===== config.mk =====
export PLATFORM = sky130hd
export DESIGN_NAME = escalating_alarm_with_elapsed_display_core
export DESIGN_NICKNAME = d
export VERILOG_FILES = /design/src/rtl/eaed_pkg.sv /design/src/rtl/escalating_alarm_with_elapsed_display_core.sv
export SDC_FILE = /design/constraint.sdc
export NUM_CORES = 1
export LEC_CHECK = 0
export ABC_AREA = 1
export BUFFER_PORTS_ARGS = -buffer_cell sky130_fd_sc_hd__buf_2
export CORE_MARGIN = 8
export CORE_UTILIZATION = 30
export DETAILED_ROUTE_END_ITERATION = 10
export PLACE_DENSITY_LB_ADDON = 0.3
export SETUP_SLACK_MARGIN = 0.3
export SLEW_MARGIN = 20
export SYNTH_ARGS = -nofsm -noshare
export SYNTH_HDL_FRONTEND = slang
export SYNTH_SLANG_ARGS = --single-unit

===== constraint.sdc =====
create_clock -name clock -period 9.2 [get_ports clock]
set_input_delay 2.3 -clock clock [delete_from_list [all_inputs] [get_ports clock]]
set_output_delay 2.3 -clock clock [all_outputs]
set_load 0.005 [all_outputs]

===== src/rtl/eaed_pkg.sv =====
`timescale 1ns / 1ps

package eaed_pkg;

   // Configuration register indexes.
   typedef enum logic [2:0] {
      CSR_START_PERIOD     = 3'd0,
      CSR_ESCALATE_AFTER   = 3'd1,
      CSR_MIN_PERIOD       = 3'd2,
      CSR_SCAN_DIVIDE      = 3'd3,
      CSR_SCANS_PER_SECOND = 3'd4
   } csr_index_type;

   localparam int unsigned CSR_INDEX_WIDTH = 3;
   localparam int unsigned CSR_DATA_WIDTH  = 16;

   // Reset values of the configuration registers.
   localparam logic [15:0] START_PERIOD_RESET     = 16'd399;
   localparam logic [15:0] ESCALATE_AFTER_RESET   = 16'd4999;
   localparam logic [15:0] MIN_PERIOD_RESET       = 16'd75;
   localparam logic [4:0]  SCAN_DIVIDE_RESET      = 5'd10;
   localparam logic [6:0]  SCANS_PER_SECOND_RESET = 7'd100;

   // Reset values of the buzzer state.
   localparam logic [15:0] PWM_PERIOD_RESET  = 16'd399;
   localparam logic [15:0] PWM_COMPARE_RESET = 16'd199;

   // Display constants.
   localparam logic [3:0] DIGIT_NINE      = 4'd9;
   localparam logic [4:0] SCAN_DIVIDE_MAX = 5'd16;
   localparam logic [6:0] SEGMENTS_BLANK  = 7'h7F;
   localparam logic [1:0] ENABLE_ONES     = 2'b01;
   localparam logic [1:0] ENABLE_TENS     = 2'b10;

   // Command codes of an input word.
   localparam logic CMD_TICK = 1'b0;
   localparam logic CMD_RISK = 1'b1;

   typedef struct packed {
      logic       command;
      logic [7:0] risk_byte;
   } req_word_type;

   typedef struct packed {
      logic        buzzer_level;
      logic [6:0]  segment_lines;
      logic [1:0]  digit_enable;
      logic [15:0] current_period;
      logic [6:0]  seconds_shown;
      logic        alarm_on;
   } rsp_word_type;

   // Active-low segment pattern for one BCD digit; codes above nine are blank.
   function automatic logic [6:0] segment_code(input logic [3:0] digit);
      logic [6:0] lit;
      case (digit)
         4'd0:    lit = 7'h3F;
         4'd1:    lit = 7'h06;
         4'd2:    lit = 7'h5B;
         4'd3:    lit = 7'h4F;
         4'd4:    lit = 7'h66;
         4'd5:    lit = 7'h6D;
         4'd6:    lit = 7'h7D;
         4'd7:    lit = 7'h07;
         4'd8:    lit = 7'h7F;
         4'd9:    lit = 7'h6F;
         default: lit = 7'h00;
      endcase
      return ~lit;
   endfunction

endpackage


===== src/rtl/escalating_alarm_with_elapsed_display_core.sv =====
`timescale 1ns / 1ps

// Channel  Direction  Handshake            Word
// req      in         req_valid/req_ready  req_data  (command, risk_byte)
// rsp      out        rsp_valid/rsp_ready  rsp_data  (buzzer, display, period, seconds)
// csr      in         csr_write_enable     csr_index, csr_write_data
//
// One word is taken every cycle unless the result stalls; its result goes through the input
// register, then the state update and result register, which are loaded together.
// The next-state logic is combinational and includes one 16 x 17 multiply and compare for
// the escalation check.
// A stalled result holds the result register; one more word waits in the input register.
// Synchronous reset clears the valid flags, resets the alarm state and restores the register defaults.
module escalating_alarm_with_elapsed_display_core
   import eaed_pkg::*;
(
   input  logic                       clock,
   input  logic                       reset,
   input  logic                       req_valid,
   output logic                       req_ready,
   input  req_word_type               req_data,
   output logic                       rsp_valid,
   input  logic                       rsp_ready,
   output rsp_word_type               rsp_data,
   input  logic                       csr_write_enable,
   input  logic [CSR_INDEX_WIDTH-1:0] csr_index,
   input  logic [CSR_DATA_WIDTH-1:0]  csr_write_data
);

   // Configuration registers.
   logic [15:0] start_period_ff;
   logic [15:0] escalate_after_ff;
   logic [15:0] min_period_ff;
   logic [4:0]  scan_divide_ff;
   logic [6:0]  scans_per_second_ff;

   // Pipeline registers.
   logic         in_valid_ff;
   req_word_type in_word_ff;
   logic         rsp_valid_ff;
   rsp_word_type rsp_word_ff;
   rsp_word_type rsp_word_in;
   logic         advance;

   // Alarm state.
   logic [7:0]  risk_level_ff,     risk_level_in;
   logic [15:0] pwm_count_ff,      pwm_count_in;
   logic [15:0] pwm_period_ff,     pwm_period_in;
   logic [15:0] pwm_compare_ff,    pwm_compare_in;
   logic        buzzer_en_ff,      buzzer_en_in;
   logic [15:0] period_tally_ff,   period_tally_in;
   logic        scan_en_ff,        scan_en_in;
   logic [3:0]  scan_prescale_ff,  scan_prescale_in;
   logic [6:0]  scan_tally_ff,     scan_tally_in;
   logic [3:0]  tens_ff,           tens_in;
   logic [3:0]  ones_ff,           ones_in;
   logic        show_tens_ff,      show_tens_in;
   logic [6:0]  segment_ff,        segment_in;
   logic [1:0]  enable_ff,         enable_in;

   // Helpers derived from the current state.
   logic [15:0] tally_inc;
   logic [32:0] duration;
   logic        escalate;
   logic [4:0]  divide_eff;
   logic [6:0]  sps_eff;
   logic [6:0]  scan_tally_inc;
   logic        period_wrap;
   logic        scan_due;
   logic [7:0]  tens_times_ten;

   // The stage advances whenever the input register holds a word and the result register is free or being emptied.
   assign advance   = in_valid_ff && (!rsp_valid_ff || rsp_ready);
   assign req_ready = !in_valid_ff || advance;
   assign rsp_valid = rsp_valid_ff;
   assign rsp_data  = rsp_word_ff;

   // Configuration writes.
   always_ff @(posedge clock) begin
      if (reset) begin
         start_period_ff     <= START_PERIOD_RESET;
         escalate_after_ff   <= ESCALATE_AFTER_RESET;
         min_period_ff       <= MIN_PERIOD_RESET;
         scan_divide_ff      <= SCAN_DIVIDE_RESET;
         scans_per_second_ff <= SCANS_PER_SECOND_RESET;
      end else if (csr_write_enable) begin
         unique case (csr_index)
            CSR_START_PERIOD:     start_period_ff     <= csr_write_data;
            CSR_ESCALATE_AFTER:   escalate_after_ff   <= csr_write_data;
            CSR_MIN_PERIOD:       min_period_ff       <= csr_write_data;
            CSR_SCAN_DIVIDE:      scan_divide_ff      <= csr_write_data[4:0];
            CSR_SCANS_PER_SECOND: scans_per_second_ff <= csr_write_data[6:0];
            default: ;
         endcase
      end
   end

   // Period-end escalation check: saturated tally times period length.
   assign tally_inc   = (period_tally_ff != 16'hFFFF) ? period_tally_ff + 16'd1
                                                      : period_tally_ff;
   assign duration    = 33'(tally_inc) * 33'({1'b0, pwm_period_ff} + 17'd1);
   assign escalate    = (risk_level_ff == 8'd1) && (duration > 33'(escalate_after_ff))
                        && (pwm_period_ff > min_period_ff);
   assign period_wrap = (pwm_count_ff == pwm_period_ff) || (pwm_count_ff == 16'hFFFF);

   // Scan prescaler and seconds divider limits.
   assign divide_eff     = (scan_divide_ff == 5'd0) ? 5'd1 :
                           (scan_divide_ff > SCAN_DIVIDE_MAX) ? SCAN_DIVIDE_MAX
                                                              : scan_divide_ff;
   assign sps_eff        = (scans_per_second_ff == 7'd0) ? 7'd1 : scans_per_second_ff;
   assign scan_tally_inc = scan_tally_ff + 7'd1;
   assign scan_due       = ({1'b0, scan_prescale_ff} + 5'd1) >= divide_eff;

   // Next state for one word.
   always_comb begin
      risk_level_in    = risk_level_ff;
      pwm_count_in     = pwm_count_ff;
      pwm_period_in    = pwm_period_ff;
      pwm_compare_in   = pwm_compare_ff;
      buzzer_en_in     = buzzer_en_ff;
      period_tally_in  = period_tally_ff;
      scan_en_in       = scan_en_ff;
      scan_prescale_in = scan_prescale_ff;
      scan_tally_in    = scan_tally_ff;
      tens_in          = tens_ff;
      ones_in          = ones_ff;
      show_tens_in     = show_tens_ff;
      segment_in       = segment_ff;
      enable_in        = enable_ff;

      if (in_word_ff.command == CMD_RISK) begin
         // A changed risk level starts or stops the alarm.
         if (in_word_ff.risk_byte != risk_level_ff) begin
            risk_level_in   = in_word_ff.risk_byte;
            period_tally_in = 16'd0;
            if (in_word_ff.risk_byte == 8'd0) begin
               scan_en_in       = 1'b0;
               scan_prescale_in = 4'd0;
               scan_tally_in    = 7'd0;
               tens_in          = 4'd0;
               ones_in          = 4'd0;
               segment_in       = SEGMENTS_BLANK;
               enable_in        = 2'b00;
               buzzer_en_in     = 1'b0;
               pwm_compare_in   = pwm_period_ff;
            end else begin
               scan_en_in     = 1'b1;
               buzzer_en_in   = 1'b1;
               pwm_period_in  = start_period_ff;
               pwm_compare_in = {1'b0, start_period_ff[15:1]};
            end
         end
      end else begin
         // Buzzer counter and period end.
         if (period_wrap) begin
            pwm_count_in = 16'd0;
            if (escalate) begin
               period_tally_in = 16'd0;
               pwm_period_in   = {1'b0, pwm_period_ff[15:1]};
               pwm_compare_in  = {2'b00, pwm_period_ff[15:2]};
            end else begin
               period_tally_in = tally_inc;
            end
         end else begin
            pwm_count_in = pwm_count_ff + 16'd1;
         end

         // Display scan and seconds count.
         if (scan_en_ff) begin
            if (scan_due) begin
               scan_prescale_in = 4'd0;
               if (scan_tally_inc >= sps_eff) begin
                  scan_tally_in = 7'd0;
                  if (ones_ff == DIGIT_NINE) begin
                     if (tens_ff < DIGIT_NINE) begin
                        ones_in = 4'd0;
                        tens_in = tens_ff + 4'd1;
                     end
                  end else begin
                     ones_in = ones_ff + 4'd1;
                  end
               end else begin
                  scan_tally_in = scan_tally_inc;
               end
               if (show_tens_ff) begin
                  show_tens_in = 1'b0;
                  enable_in    = ENABLE_TENS;
                  segment_in   = segment_code(tens_in);
               end else begin
                  show_tens_in = 1'b1;
                  enable_in    = ENABLE_ONES;
                  segment_in   = segment_code(ones_in);
               end
            end else begin
               scan_prescale_in = scan_prescale_ff + 4'd1;
            end
         end
      end
   end

   // Result word from the updated state.
   assign tens_times_ten = {tens_in, 3'b000} + {3'b000, tens_in, 1'b0};

   always_comb begin
      rsp_word_in.buzzer_level   = buzzer_en_in && (pwm_count_in < pwm_compare_in);
      rsp_word_in.segment_lines  = segment_in;
      rsp_word_in.digit_enable   = enable_in;
      rsp_word_in.current_period = pwm_period_in;
      rsp_word_in.seconds_shown  = 7'(tens_times_ten + {4'd0, ones_in});
      rsp_word_in.alarm_on       = (risk_level_in != 8'd0);
   end

   // Input register.
   always_ff @(posedge clock) begin
      if (reset) begin
         in_valid_ff <= 1'b0;
      end else if (req_ready) begin
         in_valid_ff <= req_valid;
      end
      if (req_ready && req_valid) begin
         in_word_ff <= req_data;
      end
   end

   // Result register.
   always_ff @(posedge clock) begin
      if (reset) begin
         rsp_valid_ff <= 1'b0;
      end else if (advance) begin
         rsp_valid_ff <= 1'b1;
      end else if (rsp_ready) begin
         rsp_valid_ff <= 1'b0;
      end
      if (advance) begin
         rsp_word_ff <= rsp_word_in;
      end
   end

   // State update.
   always_ff @(posedge clock) begin
      if (reset) begin
         risk_level_ff    <= 8'd0;
         pwm_count_ff     <= 16'd0;
         pwm_period_ff    <= PWM_PERIOD_RESET;
         pwm_compare_ff   <= PWM_COMPARE_RESET;
         buzzer_en_ff     <= 1'b0;
         period_tally_ff  <= 16'd0;
         scan_en_ff       <= 1'b0;
         scan_prescale_ff <= 4'd0;
         scan_tally_ff    <= 7'd0;
         tens_ff          <= 4'd0;
         ones_ff          <= 4'd0;
         show_tens_ff     <= 1'b0;
         segment_ff       <= 7'd0;
         enable_ff        <= 2'b00;
      end else if (advance) begin
         risk_level_ff    <= risk_level_in;
         pwm_count_ff     <= pwm_count_in;
         pwm_period_ff    <= pwm_period_in;
         pwm_compare_ff   <= pwm_compare_in;
         buzzer_en_ff     <= buzzer_en_in;
         period_tally_ff  <= period_tally_in;
         scan_en_ff       <= scan_en_in;
         scan_prescale_ff <= scan_prescale_in;
         scan_tally_ff    <= scan_tally_in;
         tens_ff          <= tens_in;
         ones_ff          <= ones_in;
         show_tens_ff     <= show_tens_in;
         segment_ff       <= segment_in;
         enable_ff        <= enable_in;
      end
   end

`ifndef SYNTHESIS
   // The seconds count never passes 99.
   assert property (@(posedge clock) disable iff (reset)
      rsp_valid_ff |-> (rsp_word_ff.seconds_shown <= 7'd99))
      else $error("seconds count above 99");

   // The buzzer is silent whenever the alarm is off.
   assert property (@(posedge clock) disable iff (reset)
      (rsp_valid_ff && !rsp_word_ff.alarm_on) |-> !rsp_word_ff.buzzer_level)
      else $error("buzzer active with alarm off");

   // At most one digit common is driven at a time.
   assert property (@(posedge clock) disable iff (reset)
      $onehot0(enable_ff))
      else $error("both digit commons driven");

   // A held word in the input register is not lost while the result stalls.
   assert property (@(posedge clock) disable iff (reset)
      (in_valid_ff && !advance) |=> (in_valid_ff && $stable(in_word_ff)))
      else $error("pending word dropped during stall");

   // The display scan runs whenever the alarm is on.
   assert property (@(posedge clock) disable iff (reset)
      (!scan_en_ff && (risk_level_ff != 8'd0)) |-> 1'b0)
      else $error("scan disabled while alarm is on");
`endif

endmodule

==> results of run 1 <==
-- metrics by stage --
step | hold slack (ns) | instance area [um^2] | util, % | TNS (ns)
final | 0.461 | 26100 | 36.0 | 0
after global routing | 0.480 | 26100 | 36.0 | -0.221
after CTS | 0.466 | 25800 | 35.5 | 0
after detailed placement | 0.453 | 24600 | 33.9 | -0.389
after global placement | 0.441 | 24600 | 33.9 | -0.224
after floorplan | 0.424 | 21900 | - | 0
-- flip-flops by register name, indices dropped and copies added, names as in the netlist, 4 cells and up --
name                 flops
min_period_ff           16
start_period_ff         16
segment_ff               7
pwm_compare_ff          16
scans_per_second_ff      7
risk_level_ff            8
scan_tally_ff            7
escalate_after_ff       16
scan_divide_ff           5
ones_ff                  4
period_tally_ff         16
pwm_count_ff            16
rsp_data                34
scan_prescale_ff         4
in_word_ff               9
pwm_period_ff           16
tens_ff                  4
-- worst min-delay path: stages, from the launching register on --
cell,delay (ns)
dfxtp_1,0.29
inv_1,0.06
a21oi_1,0.06
-- area by class of cell --
cell class,count,area (um^2)
fill,7799,46500
multi-input combinational,2079,15100
sequential,208,4600
inverter,593,2230
timing repair buffer,290,2140
tap,959,1200
clock buffer,27,633
clock inverter,19,219
-- how the worst max path moves through the flow --
stage / start / to / depth (start not counted)
floorplan: period_tally_ff[0] / rsp_data[33] / 56
global placement: period_tally_ff[0] / rsp_data[33] / 50
detailed placement: period_tally_ff[1] / rsp_data[33] / 50
CTS: pwm_period_ff[1] / rsp_data[33] / 55
global route: period_tally_ff[0] / rsp_data[33] / 50
finish: period_tally_ff[0] / rsp_data[33] / 48
-- what timing repair did --
item	in CTS	in global routing
pin swaps	19	29
buffers inserted	18	9
gates cloned	1	0
setup endpoints to repair	27	21
resized for setup	44	64
-- layout by cell type (no fill, tap or decap), drive strengths merged, types with 9 or more instances in the layout --
cell    synthesis  final
nand2         697    697
inv           585    587
nor2          292    292
buf            15    290
fa            210    210
ha            192    192
a21oi         172    172
dfxtp         165    165
o21ai         153    153
nand3          92     93
xor2           63     63
edfxtp         43     43
o211ai         30     30
nor3           28     28
clkbuf         81     27
a211oi         25     25
nand4          23     23
clkinv          8     18
xnor2          12     12
nor4           11     11
a32oi          10     10
nand3b          9      9
-- per-layer routing --
layer | global-route usage, % | wire length, um | vias to the layer above
li1 | - | - | 9764
met1 | 23.3 | 32100 | 9413
met2 | 27.8 | 31800 | 505
met3 | 2.55 | 4040 | 84
met4 | 3.29 | 1360 | 0
met5 | 0.0595 | 0 | -
-- report_power, final --
group / internal, mW / switching [mW] / total [mW] / leakage (nW)
clock network: 0.616 / 0.427 / 1.04 / 0.417
registers: 0.980 / 0.0326 / 1.01 / 1.75
logic: 0.182 / 0.332 / 0.514 / 10.6
total: 1.78 / 0.792 / 2.57 / 12.8
-- cells by family (layout without fill, tap and decap cells) --
logic type | count (synthesis) | count (layout) | share of synthesized area (%)
AO/OA/AOI/OAI | 431 | 431 | 12.0
XOR/XNOR | 75 | 75 | 3.03
adder cells (fa/ha/maj) | 402 | 402 | 30.2
buffers and inverters | 689 | 929 | 12.0
flip-flops | 208 | 208 | 21.0
AND/OR/NAND/NOR | 1170 | 1171 | 21.8
==> results.cfg, run 1 <==
[route]
drt_iter0_drc = 1169
vias = 19800
antenna_left = 0
drt-total-wl_mm = 69.3
wl_per_cell_um = 16.6
viasPerCell = 4.73
drt_pass1_iterations = 5
drc = 0

[yosys]
yosys.area.top_type = fa_1
synth-seq-area-share_pct = 21.0
yosysWarningCount = 0
netlist_instances = 2975
synth_edf_count = 43
synth.top_cell.area_share_pct = 19.2
yosysMostFrequentCell = nand2_1
async_reset_ff_share_pct = 0
syn_nets = 3410
ys_types = 64
synth_common_cells = nand2_1 (693), inv_1 (562), nor2_1 (284)
synth_area_mm2 = 0.0219
ys_ff_latch = 208
synth_top_cells_by_area = fa_1 (19%), dfxtp_1 (15%), nand2_1 (12%), ha_1 (11%), inv_1 (9.6%)
ys.flop_type = dfxtp_1
syn_avg_cell_area_um2 = 7.36

[timing]
rsz0062_at_grt = yes
timing.fmax_ghz = 0.113
worst_slack_ns = 0.316
skew_ns = 0.0214
finalCritPeriodShare_pct = 96.6
layout_min_cycle_time_ns = 8.88
max_slew.worst_pin.slew_ns = 0.994
max_slew_margin_pct = 33.7
setup_viol = 0
slew_viol_final = 0
hold_viol_final = 0

[critical_path]
cp_max_fo = 13
cp_num_buf_inv = 9
critPathTopFamily = adder cells
r2r_cells = 48
r2r_setup_slack_ns = 0.32
slowest_stage = fa_1
crit_required_ns = 9.49
r2r_end = rsp_data[33]
arrival_ns = 9.17
slowest_delay_ns = 0.57
rr_startpoint = period_tally_ff[0]
critPathKind = flop to flop
crit_path_end_kind = flop
cpMostUsedCell = nand2_1
start_kind = flop

[cells_and_area]
fin_cells = 4175
drive_gt1_share_pct = 15.5
insertedDiodeCount = 0
area_delta_synth_final_pct = 19.1
fin_nets = 3632

[die]
dieArea_mm2 = 0.0819
ios = 69
die_w_um = 286
core_mm2 = 0.0726
std_cell_rows = 99
die_y_um = 286
initial_core_util_pct = 30.2

[grt]
antenna_found_initial = 0
track_usage_pct = 16.8
grt_first_pass_wirelength_mm = 111
grt_pass1_vias = 19800
grt_overflow_total = 0
grt_max_degree = 106

[clock_tree]
cts_inserted_buffers = 25
clk_pin_slew_ns = 0.07
clkSinkCount = 208
clk_root_buffer_cell = clkbuf_16
cts_max_path_buffers = 3
clock_latency_ns = 0.55
cts_tree = done
holdBufCountCts = 0
htree_levels = 1

[min_path]
holdPathStages = 2
worstHoldStart = escalate_after_ff[4]
hold_end = escalate_after_ff[4]
hold_class = flop to flop

[power_and_ir_drop]
irDropWorstVdd_mv = 0.136
p_per_area_mw_per_mm2 = 98.5
leakage_nw = 12.8
finalPower_mw = 2.57

[placement]
hpwl_mm = 54.6
placed_cells = 4100
numPortBuffers = 68
place_congestion = 0.903
pre_cts_ws_ns = -0.389

[run_status]
status = complete, no violations

[job]
drv_cap = 0
(Power assumes the default switching activity.)
==> run 2: changes to the inputs <==
CTS_BUF_LIST = sky130_fd_sc_hd__clkbuf_4   (was not set)
==> results.cfg, run 2 (synthesis gave the netlist of run 1 again) <==
[timing]
worst_slack_ns = 0.389
timing.fmax_ghz = 0.113
hold_viol_final = 0
setup_viol = 0
slew_viol_final = 0
layout_min_cycle_time_ns = 8.81
skew_ns = 0.0877
max_slew.worst_pin.slew_ns = 1.12
finalCritPeriodShare_pct = 95.8
max_slew_margin_pct = 25.6
rsz0062_at_grt = yes

[route]
drt-total-wl_mm = 70.3
drc = 0
drt_iter0_drc = 1187
drt_pass1_iterations = 5
wl_per_cell_um = 16.5
vias = 20000
viasPerCell = 4.71
antenna_left = 0

[clock_tree]
htree_levels = 2
clk_root_buffer_cell = clkbuf_4
clkSinkCount = 208
holdBufCountCts = 0
cts_max_path_buffers = 3
cts_tree = done
clock_latency_ns = 0.85
clk_pin_slew_ns = 0.08
cts_inserted_buffers = 59

[critical_path]
cpMostUsedCell = inv_2
crit_required_ns = 9.80
r2r_setup_slack_ns = 0.39
slowest_stage = fa_1
r2r_cells = 55
slowest_delay_ns = 0.56
critPathKind = flop to flop
rr_startpoint = period_tally_ff[1]
r2r_end = rsp_data[33]
arrival_ns = 9.41
start_kind = flop
cp_max_fo = 7
crit_path_end_kind = flop

[power_and_ir_drop]
leakage_nw = 12.9
power_switching_mw = 0.813
p_sw_share_pct = 33.3
p_int_mw = 1.63
irDropWorstVdd_mv = 0.0938
finalPower_mw = 2.44
p_per_area_mw_per_mm2 = 92.8
seq_power_share_pct = 41.5
power_frac_comb_pct = 21.4
power_frac_clock_pct = 37.1

[placement]
place_congestion = 0.903
pre_cts_ws_ns = -0.389
placed_cells = 4100
hpwl_mm = 54.6
placed_area_mm2 = 0.0246
numPortBuffers = 68

[grt]
grt_max_degree = 106
grt_overflow_total = 0
antenna_found_initial = 2
grt_pass1_vias = 20100
track_usage_pct = 17.0
grt_first_pass_wirelength_mm = 112

[die]
die_y_um = 286
std_cell_rows = 99
dieArea_mm2 = 0.0819
ios = 69
die_w_um = 286
initial_core_util_pct = 30.2
core_mm2 = 0.0726

[cells_and_area]
fin_nets = 3677
multiInputGateArea_mm2 = 0.0152
regArea_mm2 = 0.00461
final_area_mm2 = 0.0263
largest_reg_flops = 34
nFillCells = 7834
final_cell_mix = nand2_1 (666), inv_1 (537), nor2_1 (270)
final_common_cell = nand2_1
fin_cells = 4253
area_delta_synth_final_pct = 20.1
fin_util_pct = 36.2
drive_gt1_share_pct = 18.5

[min_path]
worstHoldStart = escalate_after_ff[4]
hold_class = flop to flop
holdPathStages = 2
hold_end = escalate_after_ff[4]

[job]
drv_cap = 0

[run_status]
status = complete, no violations
run 2: area by class of cell:
| type | count | area share (%) |
|---|---|---|
| diodes | 2 | 0.0190 |
| inverters | 593 | 8.49 |
| well taps | 959 | 4.56 |
| flip-flops and latches | 208 | 17.5 |
| clock inverters | 19 | 0.380 |
| multi-input cells | 2079 | 57.9 |
| repair buffers | 301 | 8.55 |
| clock buffers | 92 | 2.62 |
run 2: worst max path at each step:
stage | from | endpoint | slack [ns] | depth (start not counted)
2_1_floorplan | period_tally_ff[0] | rsp_data[33] | 0.46 | 56
3_3_place_gp | period_tally_ff[0] | rsp_data[33] | -0.22 | 50
3_5_place_dp | period_tally_ff[1] | rsp_data[33] | -0.39 | 50
4_1_cts | pwm_period_ff[1] | rsp_data[33] | 0.30 | 51
5_1_grt | period_tally_ff[1] | rsp_data[33] | -0.10 | 55
6_report | period_tally_ff[1] | rsp_data[33] | 0.39 | 55
run 2: through the flow:
stage	hold WS (ns)	setup TNS, ns
final	0.464	0
after global routing	0.483	-0.101
after CTS	0.467	0
after detailed placement	0.453	-0.389
after global placement	0.441	-0.224
after floorplan	0.424	0
run 2: timing repair:
item                                    4_1_cts  5_1_grt
endpoints found under the setup margin       19       59
pin swaps                                    13       57
buffers inserted                             12       26
resized for setup                            30      132
cloned                                        1        1
run 2: power by group through the flow:
| stage | combinational, mW | sequential [mW] | clock, mW |
|---|---|---|---|
| after floorplan | 0.287 | 1.02 | 0 |
| after global placement | 0.492 | 1.03 | 0 |
| after detailed placement | 0.492 | 1.03 | 0 |
| after CTS | 0.502 | 1.01 | 0.944 |
| after global routing | 0.578 | 1.02 | 0.988 |
| final | 0.523 | 1.01 | 0.905 |
run 2: per-layer routing:
layer  global-route usage, %  up-vias  wire length [um]
met5                       0        -                 0
met4                    3.97        0              1540
met3                    3.27      101              4280
met2                    27.9      536             32300
met1                    23.1     9525             32200
li1                        -     9880                 -
run 2: worst max-delay path: cells and delay by family, from the launching register on:
family,cells,cell delay [ns]
buffers and inverters,16,1.26
and+or+nand+nor,21,1.85
xor gates and xnor gates,1,0.15
adders and majority gates,10,4.11
DFF,1,0.35
AOI/OAI and AO/OA,7,0.87
==> run 3: changes to the inputs <==
clock period = 10.9 ns   (was 9.2 ns; I/O delays follow)
==> results.cfg, run 3 (synthesis gave the netlist of run 1 again) <==
[run_status]
status = complete, no violations

[power_and_ir_drop]
leakage_nw = 12.0
p_sw_share_pct = 33.6
p_per_area_mw_per_mm2 = 83.1
seq_power_share_pct = 42.3
power_frac_clock_pct = 39.0
power_frac_comb_pct = 18.7
irDropWorstVdd_mv = 0.0790
p_int_mw = 1.35
power_switching_mw = 0.682

[route]
drt_pass1_iterations = 5
dr_wl_met3_mm = 4.62
wl_met1_mm = 31.3
dr_wl_met2_mm = 30.3
wl_per_cell_um = 16.7
drc = 0
antenna_left = 0
drt_iter0_drc = 1366
vias = 19600
viasPerCell = 4.79
drt-total-wl_mm = 68.2
highest-signal-layer = met4

[die]
ios = 69
die_y_um = 286
dieArea_mm2 = 0.0819
die_w_um = 286
initial_core_util_pct = 30.2
core_mm2 = 0.0726
std_cell_rows = 99

[clock_tree]
cts_tree = done
cts_max_path_buffers = 3
clk_pin_slew_ns = 0.07
clk_root_buffer_cell = clkbuf_4
clkSinkCount = 208
clock_latency_ns = 0.82
htree_levels = 2
cts_inserted_buffers = 61

[timing]
tns_ns = 0
slew_viol_final = 0
skew_ns = 0.0610
setup_viol = 0
max_slew_margin_pct = 26.0
fin_hold_ws_ns = 0.460
worst_slack_ns = 0.858
finalCritPeriodShare_pct = 92.1
rsz0062_at_grt = no
layout_min_cycle_time_ns = 10.04
hold_viol_final = 0
timing.fmax_ghz = 0.0996
max_slew.worst_pin.slew_ns = 1.11

[critical_path]
crit_required_ns = 11.48
critPathKind = flop to flop
cp_max_fo = 17
arrival_ns = 10.62
crit_path_end_kind = flop
cp_num_buf_inv = 12
cpMostUsedCell = nand2_1
slowest_delay_ns = 0.56
critPathTopFamily = adder cells
start_kind = flop
slowest_stage = fa_1

[placement]
hpwl_mm = 52.7
pre_cts_ws_ns = 0.479
numPortBuffers = 68
place_congestion = 0.968
placed_area_mm2 = 0.0234

[grt]
antenna_found_initial = 1
grt_overflow_total = 0
grt_max_degree = 106
track_usage_pct = 16.6
grt_first_pass_wirelength_mm = 110
grt_pass1_vias = 19600

[job]
drv_cap = 0

[min_path]
hold_class = flop to flop

[cells_and_area]
final_cell_mix = nand2_1 (689), inv_1 (555), nor2_1 (284)
fin_nets = 3511
final_common_cell = nand2_1
fin_util_pct = 33.7
final_area_mm2 = 0.0244
largest_reg_flops = 34
drive_gt1_share_pct = 10.6
area_delta_synth_final_pct = 11.6
run 3: cell types whose count changed in the layout (fill, tap and decap cells not counted), moves of 12 or more:
| cell | before | now |
|---|---|---|
| ha_4 | 14 | 0 |
| nor2_2 | 19 | 7 |
| inv_2 | 47 | 25 |
| ha_1 | 176 | 192 |
| nor2_1 | 270 | 284 |
| nand2_2 | 26 | 8 |
| inv_1 | 537 | 555 |
| nand2_1 | 666 | 689 |
| buf_4 | 213 | 64 |
run 3: path summary, 6_finish.rpt:
path                        to          startpoint  cells past startpoint  slack [ns]
min          min_period_ff[13]   min_period_ff[13]                      2        0.46
max reg2reg       rsp_data[33]  period_tally_ff[0]                     52        0.86
max               rsp_data[33]  period_tally_ff[0]                     52        0.86
min reg2reg  min_period_ff[13]   min_period_ff[13]                      2        0.46
run 3: power by group through the flow:
stage	Clock, mW	Combinational [mW]	Sequential [mW]
after detailed placement	0	0.373	0.875
final	0.792	0.381	0.859
after global placement	0	0.373	0.876
after floorplan	0	0.242	0.865
after global routing	0.863	0.425	0.863
after CTS	0.826	0.375	0.859
run 3: cell type report:
cell class                      instances  area (um^2)
Antenna cell                            1         2.50
Timing Repair Buffer                  134          852
Tap cell                              959         1200
Fill cell                            8020        48100
Clock buffer                           81          608
Clock inverter                         29          196
Multi-Input combinational cell       2078        14700
Inverter                              593         2250
Sequential cell                       208         4600
run 3: what timing repair did:
item                       CTS  global route
setup buffers                0            17
hold buffers                 0             0
resized for setup            0            21
setup endpoints to repair    0             3
run 3: per-stage QoR:
| step | instances | total power [mW] |
|---|---|---|
| 2_1_floorplan | 2975 | 1.11 |
| 3_3_place_gp | 3955 | 1.25 |
| 3_5_place_dp | 3955 | 1.25 |
| 4_1_cts | 4065 | 2.06 |
| 5_1_grt | 4083 | 2.15 |
| 6_report | 4083 | 2.03 |
run 3: per-layer routing:
layer / track usage [%] / vias to the layer above
li1: - / 9554
met2: 26.5 / 584
met3: 2.82 / 122
met4: 4.71 / 0
met1: 23.0 / 9303
met5: 0 / -
run 3: worst reg2reg max path, delay by kind of cell, from the launching register on:
kind	cells	cell delay, ns
buf+inv	12	1.50
simple gates	23	2.73
xor+xnor	2	0.41
fa+ha+maj	10	3.92
flops	1	0.40
compound gates	5	0.88
